--- config.mk ---
export PLATFORM = sky130hd
export DESIGN_NAME = ac_ir_frame_encoder
export DESIGN_NICKNAME = d
export VERILOG_FILES = /design/src/design/acir_pkg.sv /design/src/design/ac_ir_frame_encoder.sv /design/src/design/acir_frame_pack.sv
export VERILOG_INCLUDE_DIRS = /design/src /design/src/design
export SDC_FILE = /design/constraint.sdc
export NUM_CORES = 1
export LEC_CHECK = 0
export BUFFER_PORTS_ARGS = -buffer_cell sky130_fd_sc_hd__buf_2
export CORE_ASPECT_RATIO = 1.4
export CORE_MARGIN = 5
export CORE_UTILIZATION = 55
export CTS_CLUSTER_DIAMETER = 80
export DETAILED_ROUTE_END_ITERATION = 10
export GPL_TIMING_DRIVEN = 0
export PLACE_DENSITY = 0.74
export SYNTH_ARGS = -nofsm -noshare
export SYNTH_HDL_FRONTEND = slang
export SYNTH_SLANG_ARGS = --single-unit
--- constraint.sdc ---
create_clock -name clk -period 7.35 [get_ports clk]
set_input_delay 0.735 -clock clk [delete_from_list [all_inputs] [get_ports clk]]
set_output_delay 0.735 -clock clk [all_outputs]
set_load 0.01 [all_outputs]
--- src/design/ac_ir_frame_encoder_assert.svh ---
// assertion macros for the ir frame encoder
`ifndef AC_IR_FRAME_ENCODER_ASSERT_SVH
`define AC_IR_FRAME_ENCODER_ASSERT_SVH
`ifndef SYNTH
// same-cycle implication, sampled on clk, off during reset
`define ACIR_ASSERT_IMP(lbl, ante, cons) \
	lbl: assert property (@(posedge clk) disable iff (!arst_n) (ante) |-> (cons)) \
		else $error("acir implication check failed");
// next-cycle implication, sampled on clk, off during reset
`define ACIR_ASSERT_NXT(lbl, ante, cons) \
	lbl: assert property (@(posedge clk) disable iff (!arst_n) (ante) |=> (cons)) \
		else $error("acir next-cycle check failed");
`else
`define ACIR_ASSERT_IMP(lbl, ante, cons)
`define ACIR_ASSERT_NXT(lbl, ante, cons)
`endif
`endif

--- src/design/acir_pkg.sv ---
// shared types, constants and helper functions for the ir frame encoder
`default_nettype none
package acir_pkg;

	// operation codes
	localparam logic OP_START = 1'b0;
	localparam logic OP_NEXT  = 1'b1;

	// command codes
	localparam logic [3:0] CMD_STATE     = 4'd0;
	localparam logic [3:0] CMD_POWER_OFF = 4'd1;
	localparam logic [3:0] CMD_SWING     = 4'd2;
	localparam logic [3:0] CMD_TURBO     = 4'd3;
	localparam logic [3:0] CMD_LIGHT     = 4'd4;
	localparam logic [3:0] CMD_ECONO     = 4'd5;
	localparam logic [3:0] CMD_QUIET_ON  = 4'd6;
	localparam logic [3:0] CMD_QUIET_OFF = 4'd7;
	localparam logic [3:0] CMD_CLEAN     = 4'd8;
	localparam logic [3:0] CMD_HEAT8     = 4'd9;

	// mode input codes
	localparam logic [2:0] MODE_OFF  = 3'd0;
	localparam logic [2:0] MODE_COOL = 3'd1;
	localparam logic [2:0] MODE_AUTO = 3'd2;
	localparam logic [2:0] MODE_DRY  = 3'd3;
	localparam logic [2:0] MODE_HEAT = 3'd4;
	localparam logic [2:0] MODE_FAN  = 3'd5;

	// configuration register indexes
	localparam logic [1:0] CFG_ALT_SWING    = 2'd0;
	localparam logic [1:0] CFG_TEMP_FLOOR   = 2'd1;
	localparam logic [1:0] CFG_TEMP_CEILING = 2'd2;

	// result status codes
	typedef enum logic [1:0] {
		STAT_PAIR   = 2'd0,
		STAT_ACCEPT = 2'd1,
		STAT_REJECT = 2'd2,
		STAT_IDLE   = 2'd3
	} status_t;

	// pulse timings in microseconds
	localparam logic [12:0] HDR_US        = 13'd4480;
	localparam logic [12:0] BIT_MARK_US   = 13'd560;
	localparam logic [12:0] ONE_SPACE_US  = 13'd1680;
	localparam logic [12:0] ZERO_SPACE_US = 13'd560;
	localparam logic [12:0] GAP_US        = 13'd5600;

	// pair positions within one transmission
	localparam logic [6:0] POS_HDR_A = 7'd0;
	localparam logic [6:0] POS_GAP   = 7'd49;
	localparam logic [6:0] POS_HDR_B = 7'd50;
	localparam logic [6:0] POS_FINAL = 7'd99;
	localparam logic [6:0] BIT_TOP_A = 7'd48;
	localparam logic [6:0] BIT_TOP_B = 7'd98;

	// frame header byte: 0b10100 header and 0b001 type
	localparam logic [7:0] TYPE_BYTE = {5'b10100, 3'b001};

	// fixed feature words
	localparam logic [47:0] WORD_SWING     = 48'hA201FFFFFF7C;
	localparam logic [47:0] WORD_ECONO     = 48'hA202FFFFFF7E;
	localparam logic [47:0] WORD_LIGHT     = 48'hA208FFFFFF75;
	localparam logic [47:0] WORD_TURBO     = 48'hA209FFFFFF74;
	localparam logic [47:0] WORD_CLEAN     = 48'hA20DFFFFFF70;
	localparam logic [47:0] WORD_HEAT8     = 48'hA20FFFFFFF73;
	localparam logic [47:0] WORD_QUIET_ON  = 48'hA212FFFFFF6E;
	localparam logic [47:0] WORD_QUIET_OFF = 48'hA213FFFFFF6F;

	// configuration register set
	typedef struct packed {
		logic       alt_swing_model;
		logic [7:0] temp_floor;
		logic [7:0] temp_ceiling;
	} cfg_t;

	// packer result
	typedef struct packed {
		logic        ok;
		logic [47:0] word;
	} pack_res_t;

	// reverse bit order of a byte
	function automatic logic [7:0] flip8(input logic [7:0] v);
		logic [7:0] r;
		for (int i = 0; i < 8; i++) begin
			r[i] = v[7 - i];
		end
		return r;
	endfunction

	// mode input to packed mode code, off and invalid pack as cool
	function automatic logic [2:0] mode_code(input logic [2:0] m);
		logic [2:0] c;
		unique case (m)
			MODE_AUTO: c = 3'd2;
			MODE_DRY:  c = 3'd1;
			MODE_HEAT: c = 3'd3;
			MODE_FAN:  c = 3'd4;
			default:   c = 3'd0;
		endcase
		return c;
	endfunction

	// checksum over bytes 1..5: sum of reversed bytes, negated, reversed
	function automatic logic [7:0] check_byte(input logic [47:0] w);
		logic [7:0] sum;
		sum = flip8(w[15:8]) + flip8(w[23:16]) + flip8(w[31:24])
			+ flip8(w[39:32]) + flip8(w[47:40]);
		return flip8(8'd0 - sum);
	endfunction

endpackage
`default_nettype wire

--- src/design/ac_ir_frame_encoder.sv ---
// An accepted item waits in the input register, and its result goes to the result
// register when stage 1 advances. One item per cycle while out_ready drains results;
// the frame state is updated as the input register hands its item on.
// Reset (arst_n low, asynchronous): idle, no frame, limits 17..30, swing model 0.
// Configuration writes are taken in any cycle.
`default_nettype none
`include "ac_ir_frame_encoder_assert.svh"
module ac_ir_frame_encoder (
	input  wire logic        clk,
	input  wire logic        arst_n,
	// configuration write channel
	input  wire logic        cfg_valid,
	output logic             cfg_ready,
	input  wire logic [1:0]  cfg_index,
	input  wire logic [7:0]  cfg_data,
	// input item channel
	input  wire logic        in_valid,
	output logic             in_ready,
	input  wire logic        operation,
	input  wire logic [3:0]  command,
	input  wire logic [2:0]  mode,
	input  wire logic [2:0]  fan,
	input  wire logic [7:0]  temperature,
	// result item channel
	output logic             out_valid,
	input  wire logic        out_ready,
	output logic [12:0]      mark_us,
	output logic [12:0]      space_us,
	output logic             last,
	output logic [1:0]       status
);

	acir_pkg::cfg_t      cfg_q;
	acir_pkg::pack_res_t pack;

	logic        valid_s1;
	logic        op_s1;
	logic [3:0]  cmd_s1;
	logic [2:0]  mode_s1;
	logic [2:0]  fan_s1;
	logic [7:0]  temp_s1;

	logic [47:0] frame_q;
	logic [6:0]  pos_q;
	logic        sending_q;

	logic        out_valid_q;
	logic [12:0] mark_q;
	logic [12:0] space_q;
	logic        last_q;
	logic [1:0]  status_q;

	logic        adv;
	logic [47:0] frame_nxt;
	logic [6:0]  pos_nxt;
	logic        sending_nxt;
	logic [12:0] mark_nxt;
	logic [12:0] space_nxt;
	logic        last_nxt;
	logic [1:0]  status_nxt;
	logic [6:0]  bit_off;
	logic [5:0]  bit_idx;
	logic        second_half;
	logic        tx_bit;

	// configuration registers
	assign cfg_ready = 1'b1;
	always_ff @(posedge clk or negedge arst_n) begin
		if (!arst_n) begin
			cfg_q.alt_swing_model <= 1'b0;
			cfg_q.temp_floor      <= 8'd17;
			cfg_q.temp_ceiling    <= 8'd30;
		end else if (cfg_valid && cfg_ready) begin
			unique case (cfg_index)
				acir_pkg::CFG_ALT_SWING:    cfg_q.alt_swing_model <= cfg_data[0];
				acir_pkg::CFG_TEMP_FLOOR:   cfg_q.temp_floor      <= cfg_data;
				acir_pkg::CFG_TEMP_CEILING: cfg_q.temp_ceiling    <= cfg_data;
				default: ;
			endcase
		end
	end

	// handshake: stage 1 moves on when the result register is free or drained
	assign adv      = valid_s1 && (!out_valid_q || out_ready);
	assign in_ready = !valid_s1 || adv;

	// input register
	always_ff @(posedge clk or negedge arst_n) begin
		if (!arst_n) begin
			valid_s1 <= 1'b0;
		end else if (in_ready) begin
			valid_s1 <= in_valid;
		end
	end

	always_ff @(posedge clk) begin
		if (in_valid && in_ready) begin
			op_s1   <= operation;
			cmd_s1  <= command;
			mode_s1 <= mode;
			fan_s1  <= fan;
			temp_s1 <= temperature;
		end
	end

	// frame packer
	acir_frame_pack u_pack (
		.command     (cmd_s1),
		.mode        (mode_s1),
		.fan         (fan_s1),
		.temperature (temp_s1),
		.cfg         (cfg_q),
		.res         (pack)
	);

	// data bit selection: first copy as is, second copy inverted
	always_comb begin
		second_half = (pos_q > acir_pkg::POS_HDR_B);
		bit_off     = second_half ? (acir_pkg::BIT_TOP_B - pos_q) : (acir_pkg::BIT_TOP_A - pos_q);
		bit_idx     = bit_off[5:0];
		tx_bit      = frame_q[bit_idx] ^ second_half;
	end

	// result and next state for the item in stage 1
	always_comb begin
		frame_nxt   = frame_q;
		pos_nxt     = pos_q;
		sending_nxt = sending_q;
		mark_nxt    = '0;
		space_nxt   = '0;
		last_nxt    = 1'b0;
		status_nxt  = acir_pkg::STAT_PAIR;
		if (op_s1 == acir_pkg::OP_START) begin
			if (pack.ok) begin
				frame_nxt   = pack.word;
				pos_nxt     = '0;
				sending_nxt = 1'b1;
				status_nxt  = acir_pkg::STAT_ACCEPT;
			end else begin
				status_nxt  = acir_pkg::STAT_REJECT;
			end
		end else if (!sending_q) begin
			status_nxt = acir_pkg::STAT_IDLE;
		end else begin
			pos_nxt = pos_q + 7'd1;
			priority if (pos_q == acir_pkg::POS_HDR_A || pos_q == acir_pkg::POS_HDR_B) begin
				mark_nxt  = acir_pkg::HDR_US;
				space_nxt = acir_pkg::HDR_US;
			end else if (pos_q == acir_pkg::POS_GAP) begin
				mark_nxt  = acir_pkg::BIT_MARK_US;
				space_nxt = acir_pkg::GAP_US;
			end else if (pos_q >= acir_pkg::POS_FINAL) begin
				mark_nxt    = acir_pkg::BIT_MARK_US;
				last_nxt    = 1'b1;
				sending_nxt = 1'b0;
				pos_nxt     = '0;
			end else begin
				mark_nxt  = acir_pkg::BIT_MARK_US;
				space_nxt = tx_bit ? acir_pkg::ONE_SPACE_US : acir_pkg::ZERO_SPACE_US;
			end
		end
	end

	// frame state
	always_ff @(posedge clk or negedge arst_n) begin
		if (!arst_n) begin
			frame_q   <= '0;
			pos_q     <= '0;
			sending_q <= 1'b0;
		end else if (adv) begin
			frame_q   <= frame_nxt;
			pos_q     <= pos_nxt;
			sending_q <= sending_nxt;
		end
	end

	// result register
	always_ff @(posedge clk or negedge arst_n) begin
		if (!arst_n) begin
			out_valid_q <= 1'b0;
		end else if (adv) begin
			out_valid_q <= 1'b1;
		end else if (out_ready) begin
			out_valid_q <= 1'b0;
		end
	end

	always_ff @(posedge clk) begin
		if (adv) begin
			mark_q   <= mark_nxt;
			space_q  <= space_nxt;
			last_q   <= last_nxt;
			status_q <= status_nxt;
		end
	end

	assign out_valid = out_valid_q;
	assign mark_us   = mark_q;
	assign space_us  = space_q;
	assign last      = last_q;
	assign status    = status_q;

	// checks
	`ACIR_ASSERT_IMP(a_idle_pos_zero, !sending_q, pos_q == 7'd0)
	`ACIR_ASSERT_IMP(a_pos_range, 1'b1, pos_q <= acir_pkg::POS_FINAL)
	`ACIR_ASSERT_IMP(a_last_is_pair, out_valid_q && last_q, status_q == acir_pkg::STAT_PAIR)
	`ACIR_ASSERT_NXT(a_final_goes_idle, adv && last_nxt, !sending_q && out_valid_q && last_q)

endmodule
`default_nettype wire

--- src/design/acir_frame_pack.sv ---
// builds the 48-bit frame word for a start command
`default_nettype none
module acir_frame_pack (
	input  wire logic [3:0]       command,
	input  wire logic [2:0]       mode,
	input  wire logic [2:0]       fan,
	input  wire logic [7:0]       temperature,
	input  wire acir_pkg::cfg_t   cfg,
	output acir_pkg::pack_res_t   res
);

	logic [7:0]  t_lo;
	logic [7:0]  t_cl;
	logic [7:0]  t_off;
	logic [1:0]  fan_code;
	logic        mode_ok;
	logic [7:0]  b4;
	logic [47:0] body;
	logic [47:0] state_word;

	// clamp temperature: raise to floor first, then lower to ceiling
	always_comb begin
		t_lo  = (temperature < cfg.temp_floor) ? cfg.temp_floor : temperature;
		t_cl  = (t_lo > cfg.temp_ceiling) ? cfg.temp_ceiling : t_lo;
		t_off = t_cl - cfg.temp_floor;
	end

	// mode and fan validity
	assign mode_ok  = (mode != acir_pkg::MODE_OFF) && (mode <= acir_pkg::MODE_FAN);
	assign fan_code = (fan <= 3'd3) ? fan[1:0] : 2'd0;

	// state frame body and checksum; power bit set only for the state command
	always_comb begin
		b4 = {(command == acir_pkg::CMD_STATE), 2'b00, fan_code, acir_pkg::mode_code(mode)};
		body = {acir_pkg::TYPE_BYTE, b4, 3'b000, t_off[4:0], 8'hFF, 8'hFF, 8'h00};
		state_word = {body[47:8], acir_pkg::check_byte(body)};
	end

	// command select
	always_comb begin
		res.ok   = 1'b1;
		res.word = '0;
		unique case (command)
			acir_pkg::CMD_STATE: begin
				res.ok   = mode_ok;
				res.word = state_word;
			end
			acir_pkg::CMD_POWER_OFF: res.word = state_word;
			acir_pkg::CMD_SWING: begin
				res.word = cfg.alt_swing_model ? acir_pkg::WORD_ECONO : acir_pkg::WORD_SWING;
			end
			acir_pkg::CMD_TURBO:     res.word = acir_pkg::WORD_TURBO;
			acir_pkg::CMD_LIGHT:     res.word = acir_pkg::WORD_LIGHT;
			acir_pkg::CMD_ECONO:     res.word = acir_pkg::WORD_ECONO;
			acir_pkg::CMD_QUIET_ON:  res.word = acir_pkg::WORD_QUIET_ON;
			acir_pkg::CMD_QUIET_OFF: res.word = acir_pkg::WORD_QUIET_OFF;
			acir_pkg::CMD_CLEAN:     res.word = acir_pkg::WORD_CLEAN;
			acir_pkg::CMD_HEAT8:     res.word = acir_pkg::WORD_HEAT8;
			default:                 res.ok   = 1'b0;
		endcase
	end

endmodule
`default_nettype wire
==> impl_metrics.yaml <==
run_status:
  outcome: "finished clean"
placed_design:
  place_hpwl_um: 7290
  pre_cts_slack_ns: 0.552
  gp_congestion: 0.940
  post-place-cells: 632
  port_buffers: 52
run:
  drv_cap: 0
setup_path:
  worst_setup_path_start_kind: "register"
  crit_fanout: 10
  slowest_delay_ns: 0.61
  worstPathArrival_ns: 6.82
  rr_worst_depth: 29
  endpoint_kind: "register"
  rrSetupSlack_ns: 0.79
  crit_slowest_cell: "or4b_2"
  cpMostUsedCell: "ha_1"
  path_class: "reg -> reg"
  critPathRequiredTime_ns: 7.61
die:
  initial_core_util_pct: 55.5
  die_width_um: 88.1
  placementRows: 40
  dieArea_mm2: 0.0105
  die_height_um: 119
  core_area_mm2: 0.00846
  io_pins: 66
drt:
  vias_per_cell: 5.45
  wirelength_um: 9500
  drt_iter0_markers: 176
  drc: 0
  vias: 3530
  firstDrtPassIters: 4
  ant_nets: 0
  post_drt_wl_per_cell_um: 14.7
finish:
  diodes: 0
  n_fill_cell: 678
  fin_cells: 648
  nets: 607
  drive_gt1_share_pct: 23.0
  area_growth_pct: 16.1
hold_path:
  hold_path_class: "reg -> reg"
  hold_path_depth: 2
global_route:
  overflow: 0
  grt_use_total_pct: 19.8
  grt_pass1_wl_um: 16300
  grt_pass1_vias: 3558
  grt_max_degree: 48
  antenna_found_initial: 0
timing:
  setup_violations: 0
  rsz0062_at_grt: "no"
  finalWorstSetupSlack_ns: 0.786
  fmax_mhz: 152
  tns_ns: 0
  finalHoldViolCount: 0
  slew_violations: 0
  worstMarginPinSlew_ns: 1.06
  slew_headroom_pct: 29.1
  period_minus_slack_ns: 6.56
  hold_ws_ns: 0.460
  fin_skew_ns: 0.00593
  period_share_pct: 89.3
synth:
  ys_warn_count: 0
  seq_area_frac_synth_pct: 44.4
  synth_edf_count: 30
  ys_seq_elements: 77
  synthArstFlopShare_pct: 61.0
  synth_top_area_share_pct: 21.9
  syn_avg_cell_area_um2: 10.1
  synthTopCellsByArea: "dfrtp_1 22%, edfxtp_1 19%, ha_1 8.8%"
  syn_area_mm2: 0.00469
  synth_cell_types: 57
  synthFlopType: "dfrtp_1"
  post-synth-top-area-cell: "dfrtp_1"
  synthCells: 464
clocking:
  clk_transition_reported_paths_ns: 0.06
  cts_buffer_depth: 2
  post-cts-setup-buffer-count: 0
  htreeDepth: 3
  cts_sinks: 77
  post_cts_resized: 0
  hold_buffers: 0
  cts_buffers: 9
  insertion_delay_ns: 0.34
  root_buffer: "clkbuf_16"
  cts_tree: "yes"
power:
  power.density_mw_per_mm2: 324
  ir_drop_mv: 0.199
  p_leak_nw: 2.47
==> cells by family after synthesis <==
| group | after synthesis | share of synthesized area [%] |
|---|---|---|
| and+or+nand+nor | 141 | 14.7 |
| adders and majority gates | 35 | 9.65 |
| buffers and inverters | 68 | 7.04 |
| other | 2 | 0.160 |
| xor gates and xnor gates | 15 | 3.28 |
| muxes | 28 | 7.73 |
| AOI/OAI and AO/OA | 98 | 13.0 |
| DFF | 77 | 44.4 |
==> power breakdown <==
part	internal, W	switching [W]
Combinational	0.000340	0.000396
Clock	0.000285	0.000178
Sequential	0.000522	0.0000434
Total	0.00115	0.000617
==> per-stage QoR <==
step / area, µm² / total power (W) / utilization, %
after global routing: 5450 / 0.00190 / 64.4
after floorplan: 4740 / 0.00113 / -
final: 5450 / 0.00176 / 64.4
after global placement: 5130 / 0.00127 / 60.6
after detailed placement: 5130 / 0.00130 / 60.6
after CTS: 5440 / 0.00178 / 64.4
==> worst paths after layout <==
kind / startpoint / end
max in group asynchronous: arst_n / frame_q[0]$_DFFE_PN0P_
min in group asynchronous: arst_n / out_valid$_DFFE_PN0P_
min: frame_q[7]$_DFFE_PN0P_ / frame_q[7]$_DFFE_PN0P_
max reg2reg: cfg_q[9]$_DFFE_PN0P_ / frame_q[0]$_DFFE_PN0P_
max: cfg_q[9]$_DFFE_PN0P_ / frame_q[0]$_DFFE_PN0P_
min reg2reg: frame_q[7]$_DFFE_PN0P_ / frame_q[7]$_DFFE_PN0P_
==> sequential cells by signal (all words and copies together) (netlist names) <==
name	flops
valid_s1	1
cfg_q	17
sending_q	1
mode_s1	3
temp_s1	8
space_us	6
status	2
pos_q	7
out_valid	1
cmd_s1	4
last	1
fan_s1	3
op_s1	1
frame_q	20
mark_us	2
==> layout by cell type, fill, tap and decap left out, drive strengths merged, types with 2 or more instances in the layout <==
cell type  count
nor3           8
nand2         47
and3           5
and2           3
mux4           4
a31oi          6
a211oi         2
mux2          20
mux2i          4
nand2b        11
dfrtp         41
o311a          2
edfxtp        30
nor2b          6
nand4          5
xnor2         11
o31ai          6
xor2           3
nor2          30
nand3b         6
conb          13
or3            3
o2111ai        2
nand3         12
dfstp          6
clkbuf        22
inv           36
ha            33
fa             2
o21a           6
o21ai         38
buf           75
a21o           4
a21oi         21
o211ai         3
==> Yosys cell counts, drive strengths merged, types with 8 or more instances <==
master / n
nand2: 47
dfrtp: 41
o21ai: 38
ha: 33
inv: 33
edfxtp: 30
nor2: 30
buf: 23
a21oi: 21
mux2: 20
clkbuf: 12
nand3: 12
nand2b: 11
xnor2: 11
nor3: 8
==> worst max-delay path, delay by kind of cell, from the launching register on <==
family	cells	cell delay (ns)
AO/OA/AOI/OAI	12	2.20
XOR/XNOR	2	0.56
adder cells (fa/ha/maj)	6	1.77
buffers and inverters	4	0.48
flip-flops	1	0.39
AND/OR/NAND/NOR	5	1.07
==> cell type report <==
cell class,count,area (µm²),area share (%)
Tap cell,105,131,2.41
Multi-Input combinational cell,330,2330,42.7
Buffer,35,206,3.79
Clock inverter,6,66.3,1.22
Clock buffer,10,250,4.59
Timing Repair Buffer,52,260,4.78
Inverter,33,124,2.27
Sequential cell,77,2080,38.2
==> layer usage <==
metal  part of all wire (%)  vias to the layer above  global-route usage [%]
li1                       -                     1764                       -
met1                     39                     1656                    21.9
met2                     53                       88                    35.1
met3                    4.7                       22                    4.98
met4                    3.3                        0                    8.22
met5                      0                        -                       0
No activity file was read; power rests on OpenSTA's default activity.
